## config.mk

```make
export PLATFORM = sky130hd
export DESIGN_NAME = lms_anc_cell
export DESIGN_NICKNAME = d
export VERILOG_FILES = /design/src/hw/rtl/assert_macros.svh /design/src/hw/rtl/lms_anc_pkg.sv /design/src/hw/rtl/lms_anc_cell.sv
export SDC_FILE = /design/constraint.sdc
export NUM_CORES = 1
export LEC_CHECK = 0
export ABC_AREA = 1
export BUFFER_PORTS_ARGS = -buffer_cell sky130_fd_sc_hd__buf_2
export CORE_AREA = 4 4 86 88
export CTS_BUF_LIST = sky130_fd_sc_hd__clkbuf_2
export DETAILED_ROUTE_END_ITERATION = 7
export DIE_AREA = 0 0 90 92
export MAX_ROUTING_LAYER = met4
export PLACE_DENSITY_LB_ADDON = 0.05
export SYNTH_ARGS = -nofsm -noshare
export SYNTH_HDL_FRONTEND = slang
export SYNTH_SLANG_ARGS = --single-unit
```

## constraint.sdc

```tcl
create_clock -name clock -period 1.2 [get_ports clock]
set_input_delay 0.24 -clock clock [delete_from_list [all_inputs] [get_ports clock]]
set_output_delay 0.24 -clock clock [all_outputs]
set_load 0.01 [all_outputs]
```

## src/hw/rtl/assert_macros.svh

```systemverilog
// assertion helpers for the rtl folder
`ifndef ASSERT_MACROS_SVH
`define ASSERT_MACROS_SVH

// property that must hold on every clock edge outside reset
`define ASSERT_CLK(label, clk, rst, prop) \
   label: assert property (@(posedge clk) disable iff (rst) prop) \
      else $error("assertion failed");

// property that must also hold during reset
`define ASSERT_CLK_ALWAYS(label, clk, prop) \
   label: assert property (@(posedge clk) prop) \
      else $error("assertion failed");

`endif

```

## src/hw/rtl/lms_anc_pkg.sv

```systemverilog
// ----------------------------------------------------------------------------
// lms_anc_pkg
// shared types for the lms noise canceller: item structs, fsm states and
// the control bundle that drives the tap cells
// ----------------------------------------------------------------------------
package lms_anc_pkg;

   localparam logic [15:0] STEP_SIZE_RESET = 16'd328;

   typedef struct packed {
      logic signed [15:0] primary_sample;
      logic signed [15:0] reference_sample;
   } lms_req_type;

   typedef struct packed {
      logic signed [15:0] error_sample;
      logic               frame_done;
      logic        [30:0] frame_mean_sq_error;
   } lms_rsp_type;

   typedef enum logic [2:0] {
      ST_IDLE,
      ST_PRED,
      ST_DRAIN,
      ST_ERR,
      ST_MUL,
      ST_UPD_MUL,
      ST_UPD_WR,
      ST_DONE
   } lms_state_type;

   // per cycle commands to every tap cell
   typedef struct packed {
      logic shift;   // new reference enters, history moves up one place
      logic rotate;  // ring moves one place towards the head
   } lms_cell_ctl_type;

endpackage

```

## src/hw/rtl/lms_anc_cell.sv

```systemverilog
// ----------------------------------------------------------------------------
// lms_anc_cell
// one tap: a history sample and its weight, passed along the ring
// ----------------------------------------------------------------------------
module lms_anc_cell
   import lms_anc_pkg::*;
(
   input  logic               clock,
   input  logic               reset,
   input  lms_cell_ctl_type   ctl,
   input  logic signed [15:0] prev_hist,
   input  logic signed [15:0] next_hist,
   input  logic signed [31:0] next_weight,
   output logic signed [15:0] hist,
   output logic signed [31:0] weight
);

   logic signed [15:0] hist_ff;
   logic signed [15:0] hist_in;
   logic signed [31:0] weight_ff;
   logic signed [31:0] weight_in;

   // shift inserts history, rotate circulates the whole tap
   always_comb begin
      hist_in   = hist_ff;
      weight_in = weight_ff;
      if (ctl.shift) begin
         hist_in = prev_hist;
      end else if (ctl.rotate) begin
         hist_in   = next_hist;
         weight_in = next_weight;
      end
   end

   always_ff @(posedge clock) begin
      if (reset) begin
         hist_ff   <= '0;
         weight_ff <= '0;
      end else begin
         hist_ff   <= hist_in;
         weight_ff <= weight_in;
      end
   end

   assign hist   = hist_ff;
   assign weight = weight_ff;

endmodule
```

Yosys cells after proc, flatten, opt, wreduce, memory -nomap -nowiden

Index checks and enable logic that the tools add are counted.

Register bits: 48
Input port bits: 68
Output and inout port bits: 48
Word-level logic and storage cells: 7

Multiplexer cells: 2
Bitwise logic cells: 1
Reductions and logical operators: 2

Operators with widths:

| cell               | count |
|---|---|
| $mux W16           | 2 |
| $reduce_and A2 Y1  | 1 |
| $reduce_bool A2 Y1 | 1 |
| $not A1 Y1         | 1 |

Longest topological paths before layout

Gate-level depths: netlist (run 1).

Depth after elaboration: 2
Depth in mapped cells: 7
Mapped depth without buffers: 5

Worst setup path after synthesis (run 1)

No wires, ideal clock.

Path type: input to register
Start point: input ctl[1] (netlist name)
End point: register weight_ff[10] (netlist: weight[10])
Setup time: 0.116 ns
Arrival: 0.806 ns
Required time: 1.084 ns
Path slack: 0.279 ns
Cell stages on the path: 6
Buffers on the path: 2
Cell sequence: buf_6 > inv_8 > nand2_8 > buf_6 > o21ai_0 > nor2_1

Word-level cells in the longest chain between the ends: 2

RTL lines:

| what                               | line               | text |
|---|---|---|
| start: declaration                 | lms_anc_cell.sv:10 | `input lms_cell_ctl_type ctl,` |
| $not A1 Y1 (no source line)        | n/a                |  |
| $reduce_and A2 Y1 (no source line) | n/a                |  |
| end signal: assignment             | lms_anc_cell.sv:41 | `weight_ff <= weight_in;` |
| end: declaration                   | lms_anc_cell.sv:20 | `logic signed [31:0] weight_ff;` |

No other way between the ends.
A chain may end at the register's enable or synchronous reset.

Worst setup path in the final report (run 1)

Start point: register weight_ff[8] (netlist: weight[8])
End point: output weight[8]

RTL lines:

| what             | line               | text |
|---|---|---|
| end: declaration | lms_anc_cell.sv:15 | `output logic signed [31:0] weight` |

No word-level cell between the ends.

==> results of run 1 <==
-- flip-flops by register name, indices dropped and copies added, names as in the netlist --
name    cells
hist       16
weight     32
-- power by group through the flow --
stage | clock (mW) | combinational, mW | sequential, mW
2_1_floorplan | 0 | 0.282 | 1.84
3_3_place_gp | 0 | 0.594 | 1.79
3_5_place_dp | 0 | 0.595 | 1.79
4_1_cts | 0.930 | 0.643 | 1.78
5_1_grt | 0.966 | 0.776 | 1.81
6_report | 0.873 | 0.691 | 1.80
-- cell families (layout without fill, tap and decap cells) --
group	Yosys count	count (layout)	share of synthesized area, %
compound gates	32	32	8.14
buf+inv	36	150	11.5
simple gates	146	146	31.6
flops	48	48	48.9
-- final cells by class --
cell class	count	area [sq um]	area share [%]
multi-input combinational	178	781	26.1
inverter	19	81.3	2.72
timing repair buffer	123	942	31.5
clock buffer	6	30.0	1.00
clock inverter	2	35.0	1.17
tap	80	100	3.35
sequential	48	1020	34.1
-- worst min-delay path by stage --
| stage | startpoint | end | slack, ns | cells after the start |
|---|---|---|---|---|
| 2_1_floorplan | next_weight[10] | weight[10]$_SDFFE_PP0P_ | 0.40 | 2 |
| 3_3_place_gp | weight[17]$_SDFFE_PP0P_ | weight[17]$_SDFFE_PP0P_ | 0.46 | 2 |
| 3_5_place_dp | weight[24]$_SDFFE_PP0P_ | weight[24]$_SDFFE_PP0P_ | 0.47 | 2 |
| 4_1_cts | next_weight[12] | weight[12]$_SDFFE_PP0P_ | 0.01 | 3 |
| 5_1_grt | next_weight[24] | weight[24]$_SDFFE_PP0P_ | 0.02 | 3 |
| 6_report | next_weight[12] | weight[12]$_SDFFE_PP0P_ | 0.04 | 3 |
-- stage by stage --
step | util, % | instances
after floorplan | - | 262
after global placement | 38.9 | 448
after detailed placement | 38.9 | 448
after CTS | 42.3 | 456
after global routing | 45.0 | 456
final | 45.0 | 456
-- timing repair --
| item | CTS | global route |
|---|---|---|
| hold buffers | 0 | 0 |
| buffers inserted | 0 | 0 |
| endpoints found under the setup margin | 36 | 48 |
| gates resized for setup | 55 | 39 |
-- tightest hold or removal path: stages --
cell and delay [ns]:
buf_2 0.07, o21ai_0 0.07, nor2_1 0.07
-- cells in the mapped netlist, drive strengths merged --
cell / n / area (sq um)
nor2: 65 / 260
inv: 19 / 81.3
nand3: 32 / 160
o21ai: 32 / 160
nand2: 49 / 200
dfxtp: 48 / 961
clkbuf: 2 / 7.51
buf: 15 / 136
-- per-layer routing --
layer	vias up	wire (microns)
met2	70	2610
met4	0	63
met1	849	2390
li1	1045	-
met3	6	539
met5	-	0
==> flow_summary.json, run 1 <==
{
  "slew_violations": 0,
  "slew_headroom_pct": 78.4,
  "hold_viol_final": 0,
  "crit_start": "weight[8]$_SDFFE_PP0P_",
  "power_density_nw_per_um2": 1120,
  "clkTransAtPathRegs_ns": 0.25,
  "antenna_found_initial": 0,
  "clock-sinks": 48,
  "grt_pass1_wl_microns": 9270,
  "r2r_setup_slack_ns": 0.54,
  "seq_power_share_pct": 53.5,
  "leakage_nw": 1.53,
  "synth.avg_cell_area_sq_um": 7.51,
  "crit_arrival_ns": 0.92,
  "grt_pass1_vias": 1959,
  "rsz0062_at_grt": "yes",
  "min_path_type": "in2reg",
  "viasPerCell": 4.32,
  "crit_cells": 1,
  "clockBufferDepth": 2,
  "antenna_cells": 0,
  "outcome": "finished clean",
  "crit_slowest_cell": "dfxtp_2",
  "p_clk_share_pct": 26.0,
  "cp_data_required_time_ns": 0.96,
  "busiest_layer": "met2",
  "intPower_mw": 2.46,
  "cp_cell_sequence": "buf_6",
  "die_width_microns": 90,
  "routedWlPerCell_microns": 12.3,
  "setup_viol_count_final": 0,
  "nFillCells": 737,
  "syn_area_sq_um": 1970,
  "seq_area_frac_synth_pct": 48.9,
  "peakVddDrop_mv": 0.538,
  "fmax_ghz": 0.862,
  "crit_type": "reg2out",
  "htree_num_levels": 2,
  "place_area_sq_um": 2580,
  "synth-seq-cells": 48,
  "areaGrowthSynthToFinish_pct": 52.0,
  "portBuffers": 115,
  "grt_max_degree": 33,
  "period_share_pct": 96.7,
  "start_util_pct": 29.6,
  "drc_errors": 0,
  "finalClockSkew_ns": 0,
  "totalWireLength_microns": 5600,
  "numCtsBuffers": 5,
  "p_sw_mw": 0.903,
  "worstSetupEndpointType": "output port",
  "p_total_mw": 3.36,
  "path_buf_inv": 1,
  "grt_overflow_total": 0,
  "grt_use_met3_pct": 5.74,
  "syn-num-nets": 330,
  "nets": 443,
  "final_antenna_net_count": 0,
  "timing.max_cap.violations": 0,
  "tightest_slew_ns": 0.324,
  "dp_hpwl_microns": 3920,
  "r2r_cells": 4,
  "p_sw_share_pct": 26.9,
  "ios": 116,
  "grt_use_total_pct": 13.9,
  "path_delay_family": "flip-flops",
  "period_needed_ns": 1.16,
  "die-area_sq_um": 8280,
  "final_cell_area_sq_um": 2990,
  "drive_gt1_share_pct": 48.7,
  "vias": 1970,
  "layout_commonest_cell": "buf_2",
  "yosysUniqueCellTypes": 14,
  "p_comb_share_pct": 20.6,
  "met1_usage_pct": 15.7,
  "pre_cts_ws_ns": 0.117,
  "clock_latency_ns": 0.40,
  "crit_end": "weight[8]",
  "setup_ws_ns": 0.0397,
  "layout_common_cells": "70 x buf_2, 64 x nor2_1, 48 x nand2_1, 48 x dfxtp_2, 45 x buf_6",
  "grtUsageMet2_pct": 22.8,
  "gp_congestion": 0.807,
  "cts_tree": "done",
  "cts_root_buf": "clkbuf_2",
  "worstSetupStartpointType": "flip-flop",
  "rows": 30,
  "rr_startpoint": "hist[13]$_SDFFE_PP0P_",
  "whs_ns": 0.0447,
  "dr.pass1.iters": 4,
  "worst-path-max-fanout": 2,
  "synth_cells": 262,
  "drtIter0Drc": 78,
  "yosys_warnings": 0,
  "coreArea_sq_um": 6640,
  "setup_tns_ns": 0,
  "worstReg2RegEnd": "hist[13]$_SDFFE_PP0P_",
  "slowest_delay_ns": 0.39,
  "die_h_microns": 92
}
Power figures use the tool's default switching activity.
==> run 2: changes to the inputs <==
--- a/config.mk
+++ b/config.mk
@@ -7,10 +7,10 @@
 export LEC_CHECK = 0
 export ABC_AREA = 1
 export BUFFER_PORTS_ARGS = -buffer_cell sky130_fd_sc_hd__buf_2
-export CORE_AREA = 4 4 86 88
+export CORE_AREA = 4 4 72 74
 export CTS_BUF_LIST = sky130_fd_sc_hd__clkbuf_2
 export DETAILED_ROUTE_END_ITERATION = 7
-export DIE_AREA = 0 0 90 92
+export DIE_AREA = 0 0 76 78
 export MAX_ROUTING_LAYER = met4
 export PLACE_DENSITY_LB_ADDON = 0.05
 export SYNTH_ARGS = -nofsm -noshare
==> run 2 against run 1 <==
Against the previous run:
- clock power is 27% lower
- die area is 28% lower
- clock skew stayed put
- cell area is 2.1% lower
- highest routed layer unchanged
- routed wire length is 6.6% lower
- maximum frequency is 1.2% higher
- cell count is 5.7% lower
- largest cell class unchanged
- critical endpoint is now weight[16]
- flip-flop and latch count stayed put
- sequential power hardly changed
- critical path depth stayed put
- core utilization is 19 points higher
- setup slack better by 0.014 ns
==> flow_summary.json, run 2 (synthesis results as in run 1) <==
{
  "outcome": "finished clean",
  "r2r_setup_slack_ns": 0.49,
  "die_width_microns": 76,
  "top_layer_used": "met4",
  "nets": 443,
  "grt_pass1_vias": 1859,
  "min_path_type": "in2reg",
  "drtIter0Drc": 81,
  "period_needed_ns": 1.15,
  "crit_slowest_cell": "dfxtp_2",
  "vias": 1985,
  "rsz0062_at_grt": "yes",
  "hold_viol_final": 0,
  "final_antenna_net_count": 0,
  "tightest_slew_ns": 0.326,
  "cts_root_buf": "clkbuf_2",
  "cp_cell_sequence": "buf_6",
  "slew_headroom_pct": 78.3,
  "dr.pass1.iters": 5,
  "routedWlPerCell_microns": 12.2,
  "grt_use_total_pct": 16.9,
  "gp_congestion": 0.771,
  "grt_max_degree": 35,
  "portBuffers": 115,
  "leakage_nw": 1.51,
  "crit_type": "reg2out",
  "clkTransAtPathRegs_ns": 0.23,
  "period_share_pct": 95.5,
  "worstSetupStartpointType": "flip-flop",
  "grt_pass1_wl_microns": 8220,
  "nFillCells": 420,
  "layout_common_cells": "71 x buf_2, 64 x nor2_1, 48 x nand2_1, 48 x dfxtp_2, 44 x buf_6",
  "finalClockSkew_ns": 0,
  "cts_tree": "done",
  "setup_viol_count_final": 0,
  "path_delay_family": "flip-flops",
  "clock-sinks": 48,
  "dp_hpwl_microns": 3600,
  "slew_violations": 0,
  "p_total_mw": 3.12,
  "layout_commonest_cell": "buf_2",
  "drc_errors": 0,
  "crit_arrival_ns": 0.91,
  "drive_gt1_share_pct": 48.4,
  "wl_met2_microns": 2550,
  "final_core_util_pct": 63.7,
  "totalWireLength_microns": 5230,
  "slowest_delay_ns": 0.40,
  "numCtsBuffers": 5,
  "peakVddDrop_mv": 0.810,
  "timing.max_cap.violations": 0,
  "antenna_found_initial": 0,
  "rows": 25,
  "fmax_ghz": 0.872,
  "antenna_cells": 0,
  "ios": 116,
  "path_buf_inv": 1,
  "cts_hold_buf": 0,
  "clockBufferDepth": 2,
  "m1WireLength_microns": 2200,
  "die-area_sq_um": 5930,
  "viasPerCell": 4.62,
  "worst-path-max-fanout": 2,
  "largest_reg_flops": 32,
  "areaGrowthSynthToFinish_pct": 48.9,
  "htree_num_levels": 2,
  "cp_data_required_time_ns": 0.96,
  "worstSetupEndpointType": "output port",
  "clock_latency_ns": 0.38,
  "power_density_nw_per_um2": 1060,
  "die_h_microns": 78,
  "coreArea_sq_um": 4600,
  "start_util_pct": 42.8,
  "met3_length_microns": 429,
  "grt_overflow_total": 0
}
[run 2: changes by cell type in the layout (fill, tap and decap cells not counted)]
cell	before	now
buf_2	70	71
clkinvlp_4	0	1
clkinv_1	0	1
buf_6	45	44
clkinv_2	1	0
bufinv_16	1	0
[run 2: power by group]
group / internal (mW) / switching, mW / total (mW)
registers: 1.72 / 0.0715 / 1.79
logic: 0.372 / 0.317 / 0.689
clock network: 0.146 / 0.487 / 0.633
[run 2: path summary, 6_finish.rpt]
check | startpoint | endpoint | cells past startpoint
setup / recovery | weight[16]$_SDFFE_PP0P_ | weight[16] | 1
hold / removal | next_weight[13] | weight[13]$_SDFFE_PP0P_ | 3
setup reg to reg | weight[3]$_SDFFE_PP0P_ | weight[3]$_SDFFE_PP0P_ | 3
hold reg to reg | weight[21]$_SDFFE_PP0P_ | weight[21]$_SDFFE_PP0P_ | 2
[run 2: area by class of cell]
type / count / area (sq um) / area share [%]
clock inverters: 2 / 11.3 / 0.385
repair buffers: 123 / 936 / 32.0
clock buffers: 6 / 30.0 / 1.03
flip-flops and latches: 48 / 1020 / 34.9
well taps: 54 / 67.6 / 2.31
inverters: 19 / 81.3 / 2.78
multi-input cells: 178 / 781 / 26.7
[run 2: layer usage]
| layer | GRT usage, % | up-vias |
|---|---|---|
| met2 | 28.5 | 76 |
| li1 | - | 1044 |
| met3 | 5.10 | 6 |
| met5 | - | - |
| met1 | 19.2 | 859 |
| met4 | 4.80 | 0 |
[run 2: stage by stage]
stage	setup TNS [ns]	hold WS, ns	setup slack [ns]	instance area, sq um	std cells
after floorplan	0	0.403	0.279	1970	262
after global placement	0	0.457	0.0628	2540	421
after detailed placement	0	0.465	0.0493	2540	421
after CTS	0	0.0224	0.000801	2610	429
after global routing	-0.440	0.0113	-0.0315	2930	430
final	0	0.0566	0.0537	2930	430
[run 2: repair_timing]
item                       in CTS  in global routing
gates resized for setup        18                 76
gates cloned                    0                  0
buffers inserted                0                  1
setup endpoints to repair      17                 48
==> run 3: changes to the inputs <==
--- a/config.mk
+++ b/config.mk
@@ -7,10 +7,12 @@
 export LEC_CHECK = 0
 export ABC_AREA = 1
 export BUFFER_PORTS_ARGS = -buffer_cell sky130_fd_sc_hd__buf_2
-export CORE_AREA = 4 4 72 74
+export CELL_PAD_IN_SITES_DETAIL_PLACEMENT = 1
+export CELL_PAD_IN_SITES_GLOBAL_PLACEMENT = 1
+export CORE_AREA = 4 4 86 88
 export CTS_BUF_LIST = sky130_fd_sc_hd__clkbuf_2
 export DETAILED_ROUTE_END_ITERATION = 7
-export DIE_AREA = 0 0 76 78
+export DIE_AREA = 0 0 90 92
 export MAX_ROUTING_LAYER = met4
 export PLACE_DENSITY_LB_ADDON = 0.05
 export SYNTH_ARGS = -nofsm -noshare
==> run 3 against run 2 <==
Against the previous run:
- setup slack got worse by 0.0095 ns
- global-route usage decreased by 1.8 points
- total power increased by 8.5%
- register-to-register slack got worse by 0.06 ns
- via count increased by 3.6%
==> flow_summary.json, run 3 (synthesis results as in run 1) <==
{
  "vias": 2056,
  "min_path_type": "in2reg",
  "final_antenna_net_count": 0,
  "cts_tree": "done",
  "intPower_mw": 2.46,
  "worstSetupEndpointType": "output port",
  "largest_reg_flops": 32,
  "crit_arrival_ns": 0.92,
  "gp_congestion": 0.726,
  "viasPerCell": 4.46,
  "peakVddDrop_mv": 0.590,
  "timing.max_cap.violations": 0,
  "hold_depth": 3,
  "grt_max_degree": 35,
  "p_clk_share_pct": 25.8,
  "die_width_microns": 90,
  "period_needed_ns": 1.16,
  "rsz0062_at_grt": "yes",
  "nFillCells": 852,
  "p_sw_mw": 0.920,
  "slowest_delay_ns": 0.39,
  "coreArea_sq_um": 6640,
  "drive_gt1_share_pct": 48.8,
  "slew_headroom_pct": 77.7,
  "ios": 116,
  "die-area_sq_um": 8280,
  "cp_data_required_time_ns": 0.96,
  "finalClockSkew_ns": 0,
  "crit_slowest_cell": "dfxtp_2",
  "cp_cell_sequence": "buf_6",
  "antenna_found_initial": 0,
  "grt_overflow_total": 0,
  "worst-path-max-fanout": 2,
  "grt_use_total_pct": 15.1,
  "numCtsBuffers": 5,
  "cts_root_buf": "clkbuf_2",
  "seq_power_share_pct": 53.2,
  "layout_common_cells": "67 x buf_2, 64 x nor2_1, 48 x nand2_1, 48 x dfxtp_2, 48 x buf_6",
  "areaGrowthSynthToFinish_pct": 54.5,
  "crit_cells": 1,
  "p_comb_share_pct": 21.1,
  "worstSetupStartpointType": "flip-flop",
  "clock-sinks": 48,
  "antenna_cells": 0,
  "start_util_pct": 29.6,
  "routedWlPerCell_microns": 13.2,
  "rows": 30,
  "final_core_util_pct": 45.7,
  "clock_latency_ns": 0.40,
  "setup_ws_ns": 0.0442,
  "clockBufferDepth": 2,
  "nets": 448,
  "drtIter0Drc": 27,
  "grt_pass1_vias": 2125,
  "setup_viol_count_final": 0,
  "drc_errors": 0,
  "fmax_ghz": 0.865,
  "period_share_pct": 96.3,
  "outcome": "finished clean",
  "leakage_nw": 1.55,
  "dp_hpwl_microns": 4450,
  "crit_type": "reg2out",
  "tightest_slew_ns": 0.334,
  "grt_pass1_wl_microns": 9970,
  "power_density_nw_per_um2": 1110,
  "layout_commonest_cell": "buf_2",
  "pre_cts_ws_ns": -0.00213,
  "slew_violations": 0,
  "p_sw_share_pct": 27.2,
  "totalWireLength_microns": 6110,
  "htree_num_levels": 2,
  "hold_viol_final": 0,
  "portBuffers": 115,
  "path_buf_inv": 1,
  "clkTransAtPathRegs_ns": 0.25,
  "dr.pass1.iters": 2,
  "die_h_microns": 92,
  "path_delay_family": "flip-flops",
  "r2r_cells": 5
}
==> run 3: changes by cell type in the layout (fill, tap and decap cells not counted) <==
cell | previous run | this run
buf_6 | 44 | 48
buf_2 | 71 | 67
bufinv_16 | 0 | 1
clkinv_4 | 0 | 1
buf_12 | 2 | 1
dlygate4sd3_1 | 0 | 1
clkbuf_2 | 6 | 5
buf_4 | 6 | 11
clkinvlp_4 | 1 | 0
==> run 3: worst paths after layout <==
kind,from,to,slack [ns]
setup / recovery,weight[16]$_SDFFE_PP0P_,weight[16],0.04
hold / removal,next_weight[7],weight[7]$_SDFFE_PP0P_,0.05
setup reg to reg,hist[6]$_SDFFE_PP0P_,hist[6]$_SDFFE_PP0P_,0.43
hold reg to reg,weight[26]$_SDFFE_PP0P_,weight[26]$_SDFFE_PP0P_,0.51
==> run 3: cell type report <==
| type | count | area, sq um | area share (%) |
|---|---|---|---|
| repair buffers | 128 | 988 | 32.5 |
| multi-input cells | 178 | 781 | 25.7 |
| clock buffers | 5 | 25.0 | 0.823 |
| clock inverters | 3 | 42.5 | 1.40 |
| flip-flops and latches | 48 | 1020 | 33.6 |
| inverters | 19 | 81.3 | 2.68 |
| well taps | 80 | 100 | 3.29 |
==> run 3: what timing repair did <==
item                       in CTS  in global routing
gates resized for setup        55                 43
hold buffers                    0                  1
setup endpoints to repair      36                 48
buffers inserted                1                  3
hold endpoints to repair        0                  1
pin swaps                       0                  0
==> run 3: layer usage <==
| metal | global-route usage, % | wire [microns] | part of all wire, % | vias up |
|---|---|---|---|---|
| met5 | - | 0 | 0 | - |
| met4 | 5.36 | 60 | 0.98 | 0 |
| met3 | 4.18 | 371 | 6.1 | 5 |
| met2 | 25.8 | 3140 | 51 | 63 |
| met1 | 16.9 | 2530 | 41 | 931 |
| li1 | - | - | - | 1057 |
==> run 3: power groups by stage <==
| stage | clock network, mW | registers [mW] | logic (mW) |
|---|---|---|---|
| after floorplan | 0 | 1.84 | 0.282 |
| after global placement | 0 | 1.79 | 0.586 |
| after detailed placement | 0 | 1.79 | 0.597 |
| after CTS | 0.921 | 1.78 | 0.645 |
| after global routing | 0.999 | 1.81 | 0.799 |
| final | 0.871 | 1.80 | 0.713 |
==> run 3: metrics by stage <==
step	hold WS (ns)	setup TNS [ns]	instances	total power [mW]	area [sq um]
3_5_place_dp	0.468	-0.00213	448	2.39	2570
3_3_place_gp	0.457	0	448	2.37	2570
2_1_floorplan	0.403	0	262	2.12	1970
5_1_grt	0.0119	-1.52	461	3.61	3040
4_1_cts	0.0169	-0.0186	457	3.35	2800
6_report	0.0533	0	461	3.38	3040
